[src/hkrb_pkg.sv]
// ----------------------------------------------------------------------------
// hkrb_pkg
// Shared constants and controller/datapath interface types for the
// boot keyboard report builder.
// ----------------------------------------------------------------------------
package hkrb_pkg;

    localparam int NUM_KEYS      = 232;
    localparam int NUM_MODIFIERS = 8;
    localparam int REPORT_SLOTS  = 6;
    localparam int SLOT_FIELDS   = 6;
    localparam int MOD_BASE      = NUM_KEYS - NUM_MODIFIERS;
    localparam int KEY_W         = $clog2(MOD_BASE);
    localparam int CODE_W        = 8;
    localparam int POS_W         = 3;

    // forced modifier positions within the modifier byte
    localparam int IDX_LCTRL  = 0;
    localparam int IDX_LSHIFT = 1;
    localparam int IDX_LALT   = 2;

    typedef struct packed {
        logic load_in;
        logic key_wr;
        logic force_set;
        logic force_clr;
        logic scan_clear;
        logic scan_step;
        logic load_out;
        logic last;
    } t_cmd;

    typedef struct packed {
        logic code_ok;
        logic changes;
        logic press;
        logic scan_done;
    } t_status;

endpackage

[src/hkrb_datapath.sv]
// ----------------------------------------------------------------------------
// hkrb_datapath
// Key map, modifier register, serial slot scanner and output register.
// ----------------------------------------------------------------------------
module hkrb_datapath (
    input  logic                         i_clk,
    input  logic                         i_rst_n,
    input  hkrb_pkg::t_cmd               i_cmd,
    output hkrb_pkg::t_status            o_status,
    input  logic [hkrb_pkg::CODE_W-1:0]  i_usage_code,
    input  logic                         i_pressed,
    input  logic                         i_force_shift,
    input  logic                         i_force_ctrl,
    input  logic                         i_force_alt,
    output logic [7:0]                   o_modifier_byte,
    output logic [7:0]                   o_slot_0,
    output logic [7:0]                   o_slot_1,
    output logic [7:0]                   o_slot_2,
    output logic [7:0]                   o_slot_3,
    output logic [7:0]                   o_slot_4,
    output logic [7:0]                   o_slot_5,
    output logic                         o_last_report
);

    logic [hkrb_pkg::CODE_W-1:0]   r_code;
    logic                          r_down;
    logic [2:0]                    r_force;
    logic [2:0]                    r_fmask;
    logic [7:0]                    r_mod;
    logic [hkrb_pkg::MOD_BASE-1:0] r_keys;
    logic [hkrb_pkg::CODE_W-1:0]   r_idx;
    logic [hkrb_pkg::POS_W-1:0]    r_pos;
    logic [7:0]                    r_slot [hkrb_pkg::SLOT_FIELDS];

    logic                          w_is_mod;
    logic [hkrb_pkg::CODE_W-1:0]   w_off;
    logic                          w_cur;
    logic [2:0]                    w_fmask;
    logic                          w_hit;

    assign w_is_mod = ({1'b0, r_code} >= 9'(hkrb_pkg::MOD_BASE));
    assign w_off    = r_code - hkrb_pkg::CODE_W'(hkrb_pkg::MOD_BASE);
    assign w_cur    = w_is_mod ? r_mod[w_off[2:0]] : r_keys[r_code[hkrb_pkg::KEY_W-1:0]];
    assign w_fmask  = r_force & ~r_mod[2:0];
    assign w_hit    = r_keys[r_idx[hkrb_pkg::KEY_W-1:0]]
                      && (r_pos < hkrb_pkg::POS_W'(hkrb_pkg::REPORT_SLOTS));

    assign o_status.code_ok   = (r_code != '0)
                                && ({1'b0, r_code} < 9'(hkrb_pkg::NUM_KEYS));
    assign o_status.changes   = (w_cur != r_down);
    assign o_status.press     = r_down;
    assign o_status.scan_done = (r_idx == hkrb_pkg::CODE_W'(hkrb_pkg::MOD_BASE - 1));

    always_ff @(posedge i_clk) begin
        if (!i_rst_n) begin
            r_mod  <= '0;
            r_keys <= '0;
        end else begin
            if (i_cmd.key_wr) begin
                if (w_is_mod) begin
                    r_mod[w_off[2:0]] <= r_down;
                end else begin
                    r_keys[r_code[hkrb_pkg::KEY_W-1:0]] <= r_down;
                end
            end else if (i_cmd.force_set) begin
                r_mod[2:0] <= r_mod[2:0] | w_fmask;
            end else if (i_cmd.force_clr) begin
                r_mod[2:0] <= r_mod[2:0] & ~r_fmask;
            end
        end
    end

    always_ff @(posedge i_clk) begin
        if (i_cmd.load_in) begin
            r_code  <= i_usage_code;
            r_down  <= i_pressed;
            r_force <= {i_force_alt, i_force_shift, i_force_ctrl};
        end
        if (i_cmd.force_set) begin
            r_fmask <= w_fmask;
        end
    end

    // serial scan of the non-modifier keys, lowest code first
    always_ff @(posedge i_clk) begin
        if (i_cmd.scan_clear) begin
            r_idx <= hkrb_pkg::CODE_W'(1);
            r_pos <= '0;
            for (int k = 0; k < hkrb_pkg::SLOT_FIELDS; k++) begin
                r_slot[k] <= '0;
            end
        end else if (i_cmd.scan_step) begin
            r_idx <= r_idx + hkrb_pkg::CODE_W'(1);
            if (w_hit) begin
                r_slot[r_pos] <= r_idx;
                r_pos         <= r_pos + hkrb_pkg::POS_W'(1);
            end
        end
    end

    always_ff @(posedge i_clk) begin
        if (i_cmd.load_out) begin
            o_modifier_byte <= r_mod;
            o_slot_0        <= r_slot[0];
            o_slot_1        <= r_slot[1];
            o_slot_2        <= r_slot[2];
            o_slot_3        <= r_slot[3];
            o_slot_4        <= r_slot[4];
            o_slot_5        <= r_slot[5];
            o_last_report   <= i_cmd.last;
        end
    end

endmodule

[src/hkrb_ctrl.sv]
// ----------------------------------------------------------------------------
// hkrb_ctrl
// Sequencer: checks the event, orders the report phases and runs the
// handshakes on both channels.
// ----------------------------------------------------------------------------
module hkrb_ctrl (
    input  logic                 i_clk,
    input  logic                 i_rst_n,
    input  logic                 i_valid,
    output logic                 o_stall,
    output logic                 o_valid,
    input  logic                 i_stall,
    input  hkrb_pkg::t_status    i_status,
    output hkrb_pkg::t_cmd       o_cmd
);

    typedef enum logic [2:0] {
        ST_IDLE,
        ST_CHECK,
        ST_SCAN,
        ST_LOAD,
        ST_WAIT
    } t_state;

    typedef enum logic [1:0] {
        PH_MODS,
        PH_KEY,
        PH_LAST
    } t_phase;

    t_state r_state, n_state;
    t_phase r_phase, n_phase;
    logic   r_in_stall;
    logic   r_out_valid;

    assign o_stall = r_in_stall;
    assign o_valid = r_out_valid;

    always_comb begin
        n_state = r_state;
        n_phase = r_phase;
        o_cmd   = '0;
        unique case (r_state)
            ST_IDLE: begin
                if (i_valid) begin
                    o_cmd.load_in = 1'b1;
                    n_state       = ST_CHECK;
                end
            end
            ST_CHECK: begin
                if (!(i_status.code_ok && i_status.changes)) begin
                    n_state = ST_IDLE;
                end else begin
                    o_cmd.scan_clear = 1'b1;
                    n_state          = ST_SCAN;
                    if (i_status.press) begin
                        o_cmd.force_set = 1'b1;
                        n_phase         = PH_MODS;
                    end else begin
                        o_cmd.key_wr = 1'b1;
                        n_phase      = PH_LAST;
                    end
                end
            end
            ST_SCAN: begin
                o_cmd.scan_step = 1'b1;
                if (i_status.scan_done) begin
                    n_state = ST_LOAD;
                end
            end
            ST_LOAD: begin
                o_cmd.load_out = 1'b1;
                o_cmd.last     = (r_phase == PH_LAST);
                n_state        = ST_WAIT;
            end
            ST_WAIT: begin
                if (!i_stall) begin
                    unique case (r_phase)
                        PH_MODS: begin
                            o_cmd.key_wr     = 1'b1;
                            o_cmd.scan_clear = 1'b1;
                            n_phase          = PH_KEY;
                            n_state          = ST_SCAN;
                        end
                        PH_KEY: begin
                            o_cmd.force_clr  = 1'b1;
                            o_cmd.scan_clear = 1'b1;
                            n_phase          = PH_LAST;
                            n_state          = ST_SCAN;
                        end
                        PH_LAST: begin
                            n_state = ST_IDLE;
                        end
                        default: begin
                            n_state = ST_IDLE;
                        end
                    endcase
                end
            end
            default: begin
                n_state = ST_IDLE;
            end
        endcase
    end

    always_ff @(posedge i_clk) begin
        if (!i_rst_n) begin
            r_state     <= ST_IDLE;
            r_phase     <= PH_MODS;
            r_in_stall  <= 1'b0;
            r_out_valid <= 1'b0;
        end else begin
            r_state     <= n_state;
            r_phase     <= n_phase;
            r_in_stall  <= (n_state != ST_IDLE);
            r_out_valid <= (n_state == ST_WAIT);
        end
    end

endmodule

[src/hid_keyboard_report_builder.sv]
// ----------------------------------------------------------------------------
// hid_keyboard_report_builder
// Boot keyboard report builder: key events in, 8-byte reports out.
// ----------------------------------------------------------------------------
// Takes one key event at a time and keeps a map of held keys. Each report is
// built by a serial scan over the non-modifier part of the map, one code per
// cycle, and is then held until the output side takes it. A release that
// changes the map gives one report, a press three. An event that changes
// nothing is dropped without a report. The next event is taken once the last
// report of the current one has been transferred.
// ----------------------------------------------------------------------------
module hid_keyboard_report_builder (
    input  logic       i_clk,
    input  logic       i_rst_n,
    input  logic       i_valid,
    output logic       o_stall,
    input  logic [7:0] i_usage_code,
    input  logic       i_pressed,
    input  logic       i_force_shift,
    input  logic       i_force_ctrl,
    input  logic       i_force_alt,
    output logic       o_valid,
    input  logic       i_stall,
    output logic [7:0] o_modifier_byte,
    output logic [7:0] o_slot_0,
    output logic [7:0] o_slot_1,
    output logic [7:0] o_slot_2,
    output logic [7:0] o_slot_3,
    output logic [7:0] o_slot_4,
    output logic [7:0] o_slot_5,
    output logic       o_last_report
);

    hkrb_pkg::t_cmd    w_cmd;
    hkrb_pkg::t_status w_status;

    hkrb_ctrl u_ctrl (
        .i_clk    (i_clk),
        .i_rst_n  (i_rst_n),
        .i_valid  (i_valid),
        .o_stall  (o_stall),
        .o_valid  (o_valid),
        .i_stall  (i_stall),
        .i_status (w_status),
        .o_cmd    (w_cmd)
    );

    hkrb_datapath u_datapath (
        .i_clk           (i_clk),
        .i_rst_n         (i_rst_n),
        .i_cmd           (w_cmd),
        .o_status        (w_status),
        .i_usage_code    (i_usage_code),
        .i_pressed       (i_pressed),
        .i_force_shift   (i_force_shift),
        .i_force_ctrl    (i_force_ctrl),
        .i_force_alt     (i_force_alt),
        .o_modifier_byte (o_modifier_byte),
        .o_slot_0        (o_slot_0),
        .o_slot_1        (o_slot_1),
        .o_slot_2        (o_slot_2),
        .o_slot_3        (o_slot_3),
        .o_slot_4        (o_slot_4),
        .o_slot_5        (o_slot_5),
        .o_last_report   (o_last_report)
    );

    // no new event while a report is pending
    a_busy_while_report: assert property (@(posedge i_clk) disable iff (!i_rst_n)
        o_valid |-> o_stall)
        else $error("event accepted while report pending");

    // an accepted event never shows a report in the next cycle
    a_no_instant_report: assert property (@(posedge i_clk) disable iff (!i_rst_n)
        (i_valid && !o_stall) |=> !o_valid)
        else $error("report without scan");

    // after the final report transfer the block is ready again
    a_ready_after_last: assert property (@(posedge i_clk) disable iff (!i_rst_n)
        (o_valid && !i_stall && o_last_report) |=> !o_stall)
        else $error("not ready after last report");

endmodule

[config.mk]
export PLATFORM = sky130hd
export DESIGN_NAME = hid_keyboard_report_builder
export DESIGN_NICKNAME = d
export VERILOG_FILES = /design/src/hkrb_pkg.sv /design/src/hkrb_datapath.sv /design/src/hkrb_ctrl.sv /design/src/hid_keyboard_report_builder.sv
export SDC_FILE = /design/constraint.sdc
export NUM_CORES = 1
export LEC_CHECK = 0
export BUFFER_PORTS_ARGS = -buffer_cell sky130_fd_sc_hd__buf_2
export CAP_MARGIN = 20
export CORE_AREA = 10 10 145 280
export DETAILED_ROUTE_END_ITERATION = 7
export DIE_AREA = 0 0 155 290
export MAX_ROUTING_LAYER = met4
export PLACE_DENSITY = 0.69
export SYNTH_ARGS = -nofsm -noshare
export SYNTH_HDL_FRONTEND = slang
export SYNTH_HIERARCHICAL = 1
export SYNTH_SLANG_ARGS = --single-unit
[constraint.sdc]
create_clock -name i_clk -period 8.1 [get_ports i_clk]
set_clock_uncertainty 0.15 [all_clocks]
set_input_delay 1.215 -clock i_clk [delete_from_list [all_inputs] [get_ports i_clk]]
set_output_delay 1.215 -clock i_clk [all_outputs]
set_load 0.01 [all_outputs]
# Word-level counts from Yosys, hierarchy flattened
# Memories as Yosys holds them, arrays and structs flattened. A register that Yosys moved wholly into a read port is not among the register bits.
# Cells that the tools add are included.
dict set report word_totals {
  in_bits 16
  n_memories 1
  register_bits 274
  ram_bits 48
  word_cells 118
  output_inout_bits 59
}
dict set report op_classes {
  order_cmp 8
  n_eq_ne 13
  reduce_logical 18
  bitwise_logic 6
  n_addsub 3
  n_mux 54
}
# memory depth word_bits rd rd_ports_with_merged_regs write_ports line
set mem_list {}
lappend mem_list {u_datapath.r_slot 6 8 6 6 6 hkrb_datapath.sv:33} ;# logic [7:0] r_slot [hkrb_pkg::SLOT_FIELDS];
# op n
set ops {}
lappend ops {{224-bit bitwise mux} 1}
lappend ops {{1-bit two-way mux} 25}
lappend ops {{3-bit two-way mux} 8}
lappend ops {{8-bit by 9-bit less-than comparator with 1-bit output (second input constant)} 2}
lappend ops {{1-bit binary-select mux with 8-bit select} 2}
lappend ops {{2-bit two-way mux} 8}
lappend ops {{3-bit one-hot mux with 5 select lines} 1}
lappend ops {{8-bit by 1-bit adder with 8-bit output (second input constant)} 1}
lappend ops {{8-bit bitwise mux} 1}
lappend ops {{1-bit demux with 8-bit select} 1}
lappend ops {{8-bit == test (second input constant)} 1}
lappend ops {{8-bit by 1-bit greater-or-equal comparator with 1-bit output (second input constant)} 1}
lappend ops {{8-bit greater-or-equal comparator (second input constant)} 1}
lappend ops {{8-bit less-than comparator (second input constant)} 1}
lappend ops {{8-bit two-way mux} 1}
lappend ops {{2-bit one-hot mux with 2 select lines} 2}
lappend ops {{2-bit AND reduction} 4}
lappend ops {{8-bit nonzero test} 1}
lappend ops {{8-bit OR reduction} 1}
lappend ops {{3-bit AND} 2}
lappend ops {{3-bit by 2-bit == test with 1-bit output (second input constant)} 2}
lappend ops {{3-bit == test (second input constant)} 2}
lappend ops {{3-bit NOT} 2}
lappend ops {{3-bit nonzero test} 2}
lappend ops {{23 further kinds} 29}

# Depth between registers and ports, before layout
# Gate-level depths: netlist of run 1.
dict set report logic_depth {
  word_depth 12
  mapped_depth 19
  mapped_depth_nobuf 14
}

# Modules after synthesis
# Netlist of run 1, hierarchy kept.
# mod instances area_per_inst_um2 cells_each seq_area_each_um2
set modules_own_cells {}
lappend modules_own_cells {hkrb_datapath 1 18122.4 1753 8468.1}
lappend modules_own_cells {hkrb_ctrl 1 362.8 43 140.1}

# Worst setup path before layout of run 1
# Ideal clock, no wire load.
dict set report synth_timing {
  path_type {register -> register}
  from {register u_datapath/r_code[0] (netlist bit)}
  to {register u_datapath/r_keys[38] (netlist bit)}
  setup_ns 0.076
  period_less_slack_ns 4.468
  arrival_ns 4.242
  path_stages_with_launch 19
  setup_slack_ns 3.632
  t_required_ns 7.874
  path_buffers 5
  cell_sequence {edfxtp_1 -> clkbuf_1 -> buf_2 -> buf_2 -> mux4_2 -> a22oi_1 -> nand4_1 -> nand3_1 -> o311a_1 -> o22ai_1 -> xor2_1 -> nand4_1 -> o22ai_1 -> clkbuf_1 -> nand2_1 -> nor4_1 -> clkbuf_1 -> nand3_1 -> a21boi_0}
}
# item line
set synth_rtl {}
lappend synth_rtl {{start: declaration} hkrb_datapath.sv:25} ;# logic [hkrb_pkg::CODE_W-1:0] r_code;
lappend synth_rtl {{start signal: assignment} hkrb_datapath.sv:75} ;# r_code <= i_usage_code;
lappend synth_rtl {{end signal: indexed assignment} hkrb_datapath.sv:63} ;# r_keys[r_code[hkrb_pkg::KEY_W-1:0]] <= r_down;
lappend synth_rtl {{end: declaration} hkrb_datapath.sv:30} ;# logic [hkrb_pkg::MOD_BASE-1:0] r_keys;

==> impl_metrics.csv, run 1 <==
group,metric,value,unit
detailed_routing,ant_nets,0,
final_layout,mostFrequentLayoutCell,"dfxtp_1",
clock_network,postCtsResizedCells,0,
logic_synthesis,synth_edf_count,120,
sta,finalSetupViolCount,0,
clock_network,cts_tree,"yes",
power_and_ir_drop,p_total,4.179,mW
sta,period_needed,6.463,ns
global_route,antenna_found_initial,2,
placed_design,gp_congestion,1.017,
placed_design,io_buffers,74,
logic_synthesis,async_flop_share,0,
clock_network,cts_hold_buffers,0,
power_and_ir_drop,leakagePower,6.315,nW
final_layout,syn_to_final_growth,9.097,%
detailed_routing,viasPerCell,7.018,
logic_synthesis,syn_nets,1814,
sta,hold_viol_final,0,
detailed_routing,wire_per_inst,27.94,um
sta,slew_viol_final,0,
logic_synthesis,synthesis.area,18490,um^2
detailed_routing,first_iter_violations,1968,
job,max_cap_viol_count,0,
sta,maxSlewHeadroom,0.1335,
sta,fin_crit_sh,0.7979,
sta,rsz0062_at_grt,"no",
sta,worst_pin_slew,1.298,ns
final_layout,most-common-layout-cells,"248 x dfxtp_1, 244 x nand3_1, 238 x o21ai_0",
die,die-area,44950,um^2
power_and_ir_drop,ir_drop,228.6,uV
detailed_routing,routed_wl,62530,um
detailed_routing,first_pass_iters,6,
die,fp.dieW,155,um
die,start_util,0.5145,
clock_network,clk_pin_slew,0.07,ns
critical_path,start_kind,"flip-flop",
critical_path,path_class,"flip-flop to flip-flop",
global_route,grt.total_usage,0.2755,
sta,fmax,154.7,MHz
logic_synthesis,ys_ff_latch,370,
logic_synthesis,ys.flop_type,"dfxtp_1",
global_route,grt_pass1_wl,93720,um
die,core,35930,um^2
die,fp.dieH,290,um
sta,holdWs,0.2707,ns
placed_design,dpl.hpwl,40090,um
die,fp-row-count,98,
sta,fin_setup_tns,0,ns
clock_network,cts_sinks,370,
run_status,status,"completed",
detailed_routing,vias,15710,
placed_design,pre_cts_ws,1.952,ns
clock_network,clock_path_buffers,3,
global_route,grt_pass1_vias,15390,
final_layout,drive_above_1_share,0.1747,
critical_path,arrival,6.81,ns
logic_synthesis,yosysSeqAreaShare,0.4657,
final_layout,nFillCells,3051,
critical_path,endpoint_kind,"flip-flop",
die,ios,75,
min_path,hold_class,"flip-flop to flip-flop",
critical_path,worst_ep_required_time,8.45,ns
critical_path,critPathMaxFanout,28,
clock_network,cts_root_buf,"clkbuf_16",
power_and_ir_drop,powerDensity,207.2,nW/um^2
logic_synthesis,ys_types,64,
logic_synthesis,postSynthCellCount,1796,
clock_network,cts_buffers,31,
detailed_routing,drcViolationCount,0,
global_route,grt_max_degree,234,
sta,setup_ws,1.637,ns
logic_synthesis,yosys_warnings,6,
global_route,overflow,0,
clock_network,clk_latency,0.59,ns
clock_network,post_cts_buffers,0,
final_layout,nets,1781,
clock_network,ctsHtreeMaxLevel,1,
logic_synthesis,syn_area_per_cell,10.29,um^2
[registers in the layout, summed over array words and instances, names as in the netlist, 2 cells and up]
signal and flops:
u_datapath/r_keys 224, u_datapath/r_slot 48, u_datapath/o_slot_4 8, u_datapath/o_slot_5 8
u_datapath/r_idx 8, u_datapath/o_slot_2 8, u_datapath/o_slot_0 8, u_ctrl/r_phase 2
u_datapath/r_force 3, u_datapath/r_mod 8, u_datapath/o_modifier_byte 8, u_ctrl/r_state 3
u_datapath/o_slot_3 8, u_datapath/r_pos 3, u_datapath/r_code 8, u_datapath/r_fmask 3
u_datapath/o_slot_1 8
[area by class of cell]
type | count | area, um^2 | area share
multi-input combinational | 1225 | 9044 | 0.4484
clock buffer | 32 | 779.5 | 0.03865
tap | 450 | 563.0 | 0.02792
antenna | 2 | 5.005 | 0.0002482
clock inverter | 24 | 285.3 | 0.01415
inverter | 15 | 56.30 | 0.002792
sequential | 370 | 8613 | 0.4271
timing repair buffer | 120 | 820.8 | 0.04070
[logic make-up after synthesis]
kind of cell               Yosys count  synth area share
xor gates and xnor gates             7          0.003317
DFF                                370            0.4657
muxes                              146            0.1497
buffers and inverters              201           0.04873
AOI/OAI and AO/OA                  562            0.1942
adders and majority gates            2          0.001354
and+or+nand+nor                    508            0.1370
[synth_stat cells (8+ instances only)]
library cell	instances	area share
nand4_1	8	0.0027
buf_6	9	0.0055
clkbuf_1	138	0.028
nor3_1	52	0.014
mux4_2	103	0.13
nand2b_1	22	0.0074
edfxtp_1	120	0.19
nand2_1	72	0.015
buf_1	12	0.0024
a22oi_1	22	0.0089
o21ai_0	238	0.064
inv_1	9	0.0018
mux2_2	14	0.0085
nor2_1	54	0.011
and3_1	9	0.0030
dfxtp_1	250	0.27
buf_2	18	0.0049
nand3_1	244	0.066
nor2b_1	18	0.0061
mux2i_1	29	0.016
a21oi_1	22	0.0060
a21boi_0	228	0.093
[final timing paths]
path	start	to	slack, ns	cells past startpoint
hold / removal	u_datapath/r_slot[4][0]	u_datapath/o_slot_4[0]	0.27	0
setup reg to reg	u_datapath/r_code[3]	u_datapath/r_keys[161]	1.64	15
setup / recovery	u_datapath/r_code[3]	u_datapath/r_keys[161]	1.64	15
hold reg to reg	u_datapath/r_slot[4][0]	u_datapath/o_slot_4[0]	0.27	0
[worst max-delay path, cell delays in order, from the launching register on]
cell and delay [ns]:
edfxtp_1 0.94, and2_0 0.94, a22oi_1 0.28, nand3_1 0.15
o21ai_0 0.12, mux4_2 0.59, o22ai_1 0.18, xor2_1 0.16
nand4_1 0.26, o22ai_1 0.67, buf_4 0.32, nand2_1 0.14
nor3_1 0.78, buf_4 0.30, nand3_1 0.09, a21boi_0 0.27
[layer usage]
metal | wire [um] | GRT usage | share of wire
met5 | 0 | - | 0
met1 | 20070 | 0.2808 | 0.32
met3 | 5506 | 0.05182 | 0.088
met4 | 6354 | 0.2480 | 0.10
met2 | 30600 | 0.4395 | 0.49
[metrics by stage]
stage          std cells  utilization  cell area [um^2]
5_1_grt             2238       0.5613             20170
4_1_cts             2226       0.5581             20050
3_3_place_gp        2166       0.5268             18930
2_1_floorplan       1796            -             18490
3_5_place_dp        2170       0.5284             18980
6_report            2238       0.5613             20170
[power by group]
part	switching [mW]	internal, mW	total, mW
Combinational	0.363	0.192	0.556
Sequential	0.0838	1.94	2.02
Clock	0.709	0.892	1.60
Total	1.16	3.02	4.18
No activity file was read; power rests on OpenSTA's default activity.
==> inputs of run 2 (changes only) <==
==> constraint.sdc (replaced) <==
create_clock -name i_clk -period 6 [get_ports i_clk]
set_clock_uncertainty 0.15 [all_clocks]
set_input_delay 0.9 -clock i_clk [delete_from_list [all_inputs] [get_ports i_clk]]
set_output_delay 0.9 -clock i_clk [all_outputs]
set_load 0.01 [all_outputs]
==> run 2 against run 1 <==
Effect of this change:
- non-clock buffer count is 13 higher
- global-route usage is 0.26 points higher
- worst hold slack worse by 0.0031 ns
- sequential share of layout area is 0.18 points lower
- maximum frequency is 18% higher
- combinational power is 30% higher
- critical endpoint is now u_datapath/r_keys[81]
==> impl_metrics.csv, run 2 (synthesized netlist as in run 1, its figures left out) <==
group,metric,value,unit
final_layout,multiInputGateArea,9052,um^2
global_route,grt.met1_usage,0.2878,
sta,hold_viol_final,0,
critical_path,worstRegToRegCells,16,
final_layout,ff_latch_area,8613,um^2
power_and_ir_drop,ir_drop,327.7,uV
final_layout,layout.cells.non_filler,2251,
placed_design,dp_cells,2188,
final_layout,final_core_util,0.5638,
critical_path,cp_slowest_cell,"edfxtp_1",
critical_path,start_kind,"flip-flop",
sta,maxSlewHeadroom,0.1554,
critical_path,worstPathCellList,"buf_12, buf_4, mux4_2, a22oi_1, nand2_1, o21ai_0, mux4_2, o22ai_1, xor2_1, nand4_1, o22ai_1, buf_4, and2_1, nand2_1, o21ai_0, a21boi_0",
sta,fmax,183.1,MHz
critical_path,endpoint,"u_datapath/r_keys[81]",
clock_network,clk_pin_slew,0.07,ns
detailed_routing,vias,15810,
final_layout,drive_above_1_share,0.1828,
global_route,grt_pass1_vias,15680,
global_route,overflow,0,
final_layout,nFillCells,3106,
sta,rsz0062_at_grt,"no",
clock_network,cts_sinks,370,
sta,fin_crit_sh,0.9104,
clock_network,ctsHtreeMaxLevel,1,
critical_path,cp-startpoint,"u_datapath/r_code[0]",
global_route,antenna_found_initial,1,
critical_path,path_class,"flip-flop to flip-flop",
run_status,status,"completed",
job,max_cap_viol_count,0,
clock_network,cts_hold_buffers,0,
global_route,grt_use_met2,0.4492,
critical_path,worst_ep_required_time,6.30,ns
detailed_routing,first_iter_violations,2047,
final_layout,nets,1794,
power_and_ir_drop,powerDensity,278.6,nW/um^2
die,fp-row-count,98,
power_and_ir_drop,leakagePower,6.368,nW
sta,setup_ws,0.5378,ns
clock_network,cts_root_buf,"clkbuf_16",
die,fp.dieW,155,um
critical_path,worst-path-buf-inv,3,
final_layout,regMostFlops,"u_datapath/r_keys",
critical_path,arrival,5.77,ns
critical_path,rr_startpoint,"u_datapath/r_code[0]",
clock_network,clock_path_buffers,3,
global_route,grt.met3_usage,0.05434,
final_layout,largest_reg_flops,224,
critical_path,critPathMaxFanout,22,
die,start_util,0.5145,
die,ios,75,
placed_design,gp_congestion,0.9805,
die,core,35930,um^2
sta,worst_pin_slew,1.266,ns
critical_path,cp_num_cells,16,
global_route,grt_max_degree,234,
clock_network,post_cts_buffers,0,
sta,finalSetupViolCount,0,
clock_network,clk_latency,0.59,ns
detailed_routing,drcViolationCount,0,
final_layout,reg_top3,"u_datapath/r_keys x224, u_datapath/r_slot x48",
sta,period_needed,5.462,ns
critical_path,rr_endpoint,"u_datapath/r_keys[81]",
final_layout,syn_to_final_growth,9.571,%
detailed_routing,first_pass_iters,5,
final_layout,most-common-layout-cells,"248 x dfxtp_1, 244 x nand3_1, 238 x o21ai_0",
global_route,grt.total_usage,0.2781,
clock_network,cts_buffers,31,
sta,slew_viol_final,0,
die,die-area,44950,um^2
sta,fin_setup_tns,0,ns
critical_path,cpLargestDelayFamily,"compound AO/OA/AOI/OAI gates",
die,fp.dieH,290,um
detailed_routing,viasPerCell,7.023,
critical_path,critPathMaxStageDelay,0.63,ns
detailed_routing,wire_per_inst,28.02,um
placed_design,pre_cts_ws,0.8686,ns
final_layout,mostFrequentLayoutCell,"dfxtp_1",
global_route,grt_pass1_wl,94830,um
global_route,grt_most_used_layer,"met2",
placed_design,dpl.hpwl,40560,um
sta,holdWs,0.2676,ns
detailed_routing,routed_wl,63080,um
placed_design,io_buffers,74,
critical_path,reg2reg_slack,0.54,ns
clock_network,postCtsResizedCells,0,
clock_network,cts_tree,"yes",
min_path,hold_class,"flip-flop to flip-flop",
detailed_routing,ant_nets,0,
critical_path,endpoint_kind,"flip-flop",
## run 2: how the worst min path moves through the flow
stage / start / to / cells past startpoint
3_5_place_dp: u_datapath/r_slot[1][2] / u_datapath/o_slot_1[2] / 0
5_1_grt: u_datapath/r_slot[1][6] / u_datapath/o_slot_1[6] / 0
6_report: u_datapath/r_slot[1][2] / u_datapath/o_slot_1[2] / 0
3_3_place_gp: u_datapath/r_slot[0][7] / u_datapath/o_slot_0[7] / 0
2_1_floorplan: u_datapath/r_slot[0][0] / u_datapath/o_slot_0[0] / 0
4_1_cts: u_datapath/r_slot[1][2] / u_datapath/o_slot_1[2] / 0
## run 2: layout make-up
cell class	instances	share of cell area
inverters	15	0.002780
well taps	450	0.02780
diodes	1	0.0001235
flip-flops and latches	370	0.4253
repair buffers	133	0.04472
clock inverters	23	0.01353
clock buffers	34	0.03886
multi-input cells	1225	0.4469
## run 2: where the power goes
group,internal (mW),total (mW),switching (mW)
logic,0.271,0.725,0.454
registers,2.62,2.77,0.156
clock network,1.17,2.15,0.973
total,4.06,5.64,1.58
## run 2: per-layer routing
layer	share of wire	vias to the layer above
met3	0.089	365
met2	0.50	1027
met4	0.093	0
met5	0	-
met1	0.32	7710
li1	-	6707
## run 2: through the flow
| stage | total power [mW] | instance area, um^2 |
|---|---|---|
| floorplan | 3.300 | 18490 |
| global placement | 3.519 | 19120 |
| detailed placement | 3.527 | 19150 |
| CTS | 5.640 | 20210 |
| global route | 5.780 | 20250 |
| finish | 5.643 | 20250 |
==> inputs of run 3 (changes only) <==
--- a/config.mk
+++ b/config.mk
@@ -12,6 +12,7 @@
 export DIE_AREA = 0 0 155 290
 export MAX_ROUTING_LAYER = met4
 export PLACE_DENSITY = 0.69
+export RECOVER_POWER = 100
 export SYNTH_ARGS = -nofsm -noshare
 export SYNTH_HDL_FRONTEND = slang
 export SYNTH_HIERARCHICAL = 1
==> run 3 against run 2 <==
Effect of this change:
- the flow now finishes with violations (max-capacitance violations, max-slew violations)
- cell count unchanged
- sequential share of layout area is 0.26 points higher
- register-to-register slack got worse by 0.08 ns
- critical endpoint unchanged
- largest power group unchanged
==> impl_metrics.csv, run 3 (synthesized netlist as in run 1, its figures left out) <==
group,metric,value,unit
run_status,status,"finished, violations left",
run_status,violations,"max-capacitance violations, max-slew violations",
job,max_cap_viol_count,1,
detailed_routing,viasPerCell,7.022,
placed_design,gp_congestion,0.9805,
critical_path,endpoint_kind,"flip-flop",
placed_design,io_buffers,74,
die,start_util,0.5145,
clock_network,postCtsResizedCells,0,
final_layout,drive_above_1_share,0.1439,
die,fp-row-count,98,
detailed_routing,wire_per_inst,28.09,um
critical_path,arrival,5.85,ns
die,die-area,44950,um^2
detailed_routing,vias,15810,
die,ios,75,
clock_network,cts_tree,"yes",
critical_path,endpoint,"u_datapath/r_keys[81]",
final_layout,nets,1794,
clock_network,clk_pin_slew,0.07,ns
die,fp.dieH,290,um
placed_design,dpl.hpwl,40560,um
min_path,worstHoldStart,"u_datapath/r_slot[1][2]",
global_route,grt_max_degree,234,
critical_path,critPathMaxFanout,22,
critical_path,cp-startpoint,"u_datapath/r_code[0]",
global_route,grt_pass1_wl,94830,um
final_layout,regMostFlops,"u_datapath/r_keys",
critical_path,worstRegToRegCells,16,
detailed_routing,first_pass_iters,6,
sta,fmax,180.3,MHz
global_route,grt_pass1_vias,15680,
critical_path,start_kind,"flip-flop",
power_and_ir_drop,ir_drop,327.8,uV
power_and_ir_drop,powerDensity,280.2,nW/um^2
detailed_routing,routed_wl,63230,um
clock_network,clk_latency,0.59,ns
sta,hold_viol_final,0,
placed_design,place_area,19150,um^2
clock_network,cts_root_buf,"clkbuf_16",
final_layout,most-common-layout-cells,"248 x dfxtp_1, 244 x nand3_1, 238 x o21ai_0",
sta,fin_setup_tns,0,ns
critical_path,reg2reg_slack,0.45,ns
sta,period_needed,5.546,ns
power_and_ir_drop,leakagePower,6.150,nW
placed_design,dp_cells,2188,
clock_network,cts_hold_buffers,0,
detailed_routing,first_iter_violations,2220,
global_route,antenna_found_initial,1,
sta,maxSlewHeadroom,-1.046,
min_path,hold_class,"flip-flop to flip-flop",
die,core,35930,um^2
clock_network,cts_buffers,31,
final_layout,mostFrequentLayoutCell,"dfxtp_1",
die,fp.dieW,155,um
clock_network,post_cts_buffers,0,
sta,rsz0062_at_grt,"no",
sta,worst_pin_slew,3.069,ns
power_and_ir_drop,p_total,5.640,mW
clock_network,ctsHtreeMaxLevel,1,
final_layout,reg_top3,"u_datapath/r_keys x224, u_datapath/r_slot x48",
critical_path,rr_endpoint,"u_datapath/r_keys[81]",
sta,fin_crit_sh,0.9243,
clock_network,clock_path_buffers,3,
critical_path,rr_startpoint,"u_datapath/r_code[0]",
global_route,overflow,0,
final_layout,largest_reg_flops,224,
critical_path,path_class,"flip-flop to flip-flop",
final_layout,layout.cells.non_filler,2251,
detailed_routing,drcViolationCount,0,
clock_network,cts_sinks,370,
critical_path,worst_ep_required_time,6.30,ns
final_layout,syn_to_final_growth,8.894,%
sta,finalSetupViolCount,0,
global_route,grt.total_usage,0.2781,
detailed_routing,ant_nets,0,
final_layout,fin_area,20130,um^2
sta,slew_viol_final,60,
sta,holdWs,0.2683,ns
[run 3: changes by cell type in the layout (fill, tap and decap cells not counted), moves of 2 or more]
| cell | previous run | this run |
|---|---|---|
| buf_4 | 47 | 41 |
| buf_2 | 76 | 13 |
| clkbuf_2 | 0 | 2 |
| clkbuf_1 | 3 | 72 |
[run 3: critical path: stages (launching register included)]
cell and delay [ns]:
edfxtp_1 0.63, buf_12 0.28, buf_4 0.24, mux4_2 0.51, a22oi_1 0.23, nand2_1 0.09, o21ai_0 0.51, mux4_2 0.40
o22ai_1 0.13, xor2_1 0.18, nand4_1 0.24, o22ai_1 0.19, buf_4 0.29, and2_0 0.26, nand2_1 0.48, o21ai_0 0.40
a21boi_0 0.14
[run 3: area by class of cell]
class	instances	area, um^2
tap	450	563.0
inverter	15	56.30
antenna	1	2.502
clock buffer	34	787.0
clock inverter	23	274.0
fill	3143	15800
sequential	370	8613
multi-input combinational	1225	9046
timing repair buffer	133	787.0
[run 3: how the worst min path moves through the flow]
stage	end	slack (ns)	cells past startpoint
6_report	u_datapath/o_slot_1[2]	0.27	0
5_1_grt	u_datapath/o_slot_1[6]	0.27	0
4_1_cts	u_datapath/o_slot_1[2]	0.27	0
3_5_place_dp	u_datapath/o_slot_1[2]	0.25	0
3_3_place_gp	u_datapath/o_slot_0[7]	0.25	0
2_1_floorplan	u_datapath/o_slot_0[0]	0.25	0
[run 3: per-stage QoR]
step           worst slack (ns)    util
2_1_floorplan             1.532       -
3_3_place_gp             0.9454  0.5323
3_5_place_dp             0.8686  0.5331
4_1_cts                  0.8179  0.5627
5_1_grt                  0.2301  0.5603
6_report                 0.4542  0.5603
[run 3: report_power, final]
part	total, mW	internal, mW	switching [mW]	leakage, nW
Sequential	2.77	2.62	0.155	3.16
Clock	2.15	1.17	0.975	0.498
Combinational	0.720	0.267	0.453	2.49
Total	5.64	4.06	1.58	6.15
[run 3: routing by layer]
layer,vias up,track usage,share of wire
li1,6704,-,-
met1,7659,0.2878,0.32
met2,1057,0.4492,0.50
met3,387,0.05434,0.087
met4,0,0.2237,0.095
met5,-,-,0
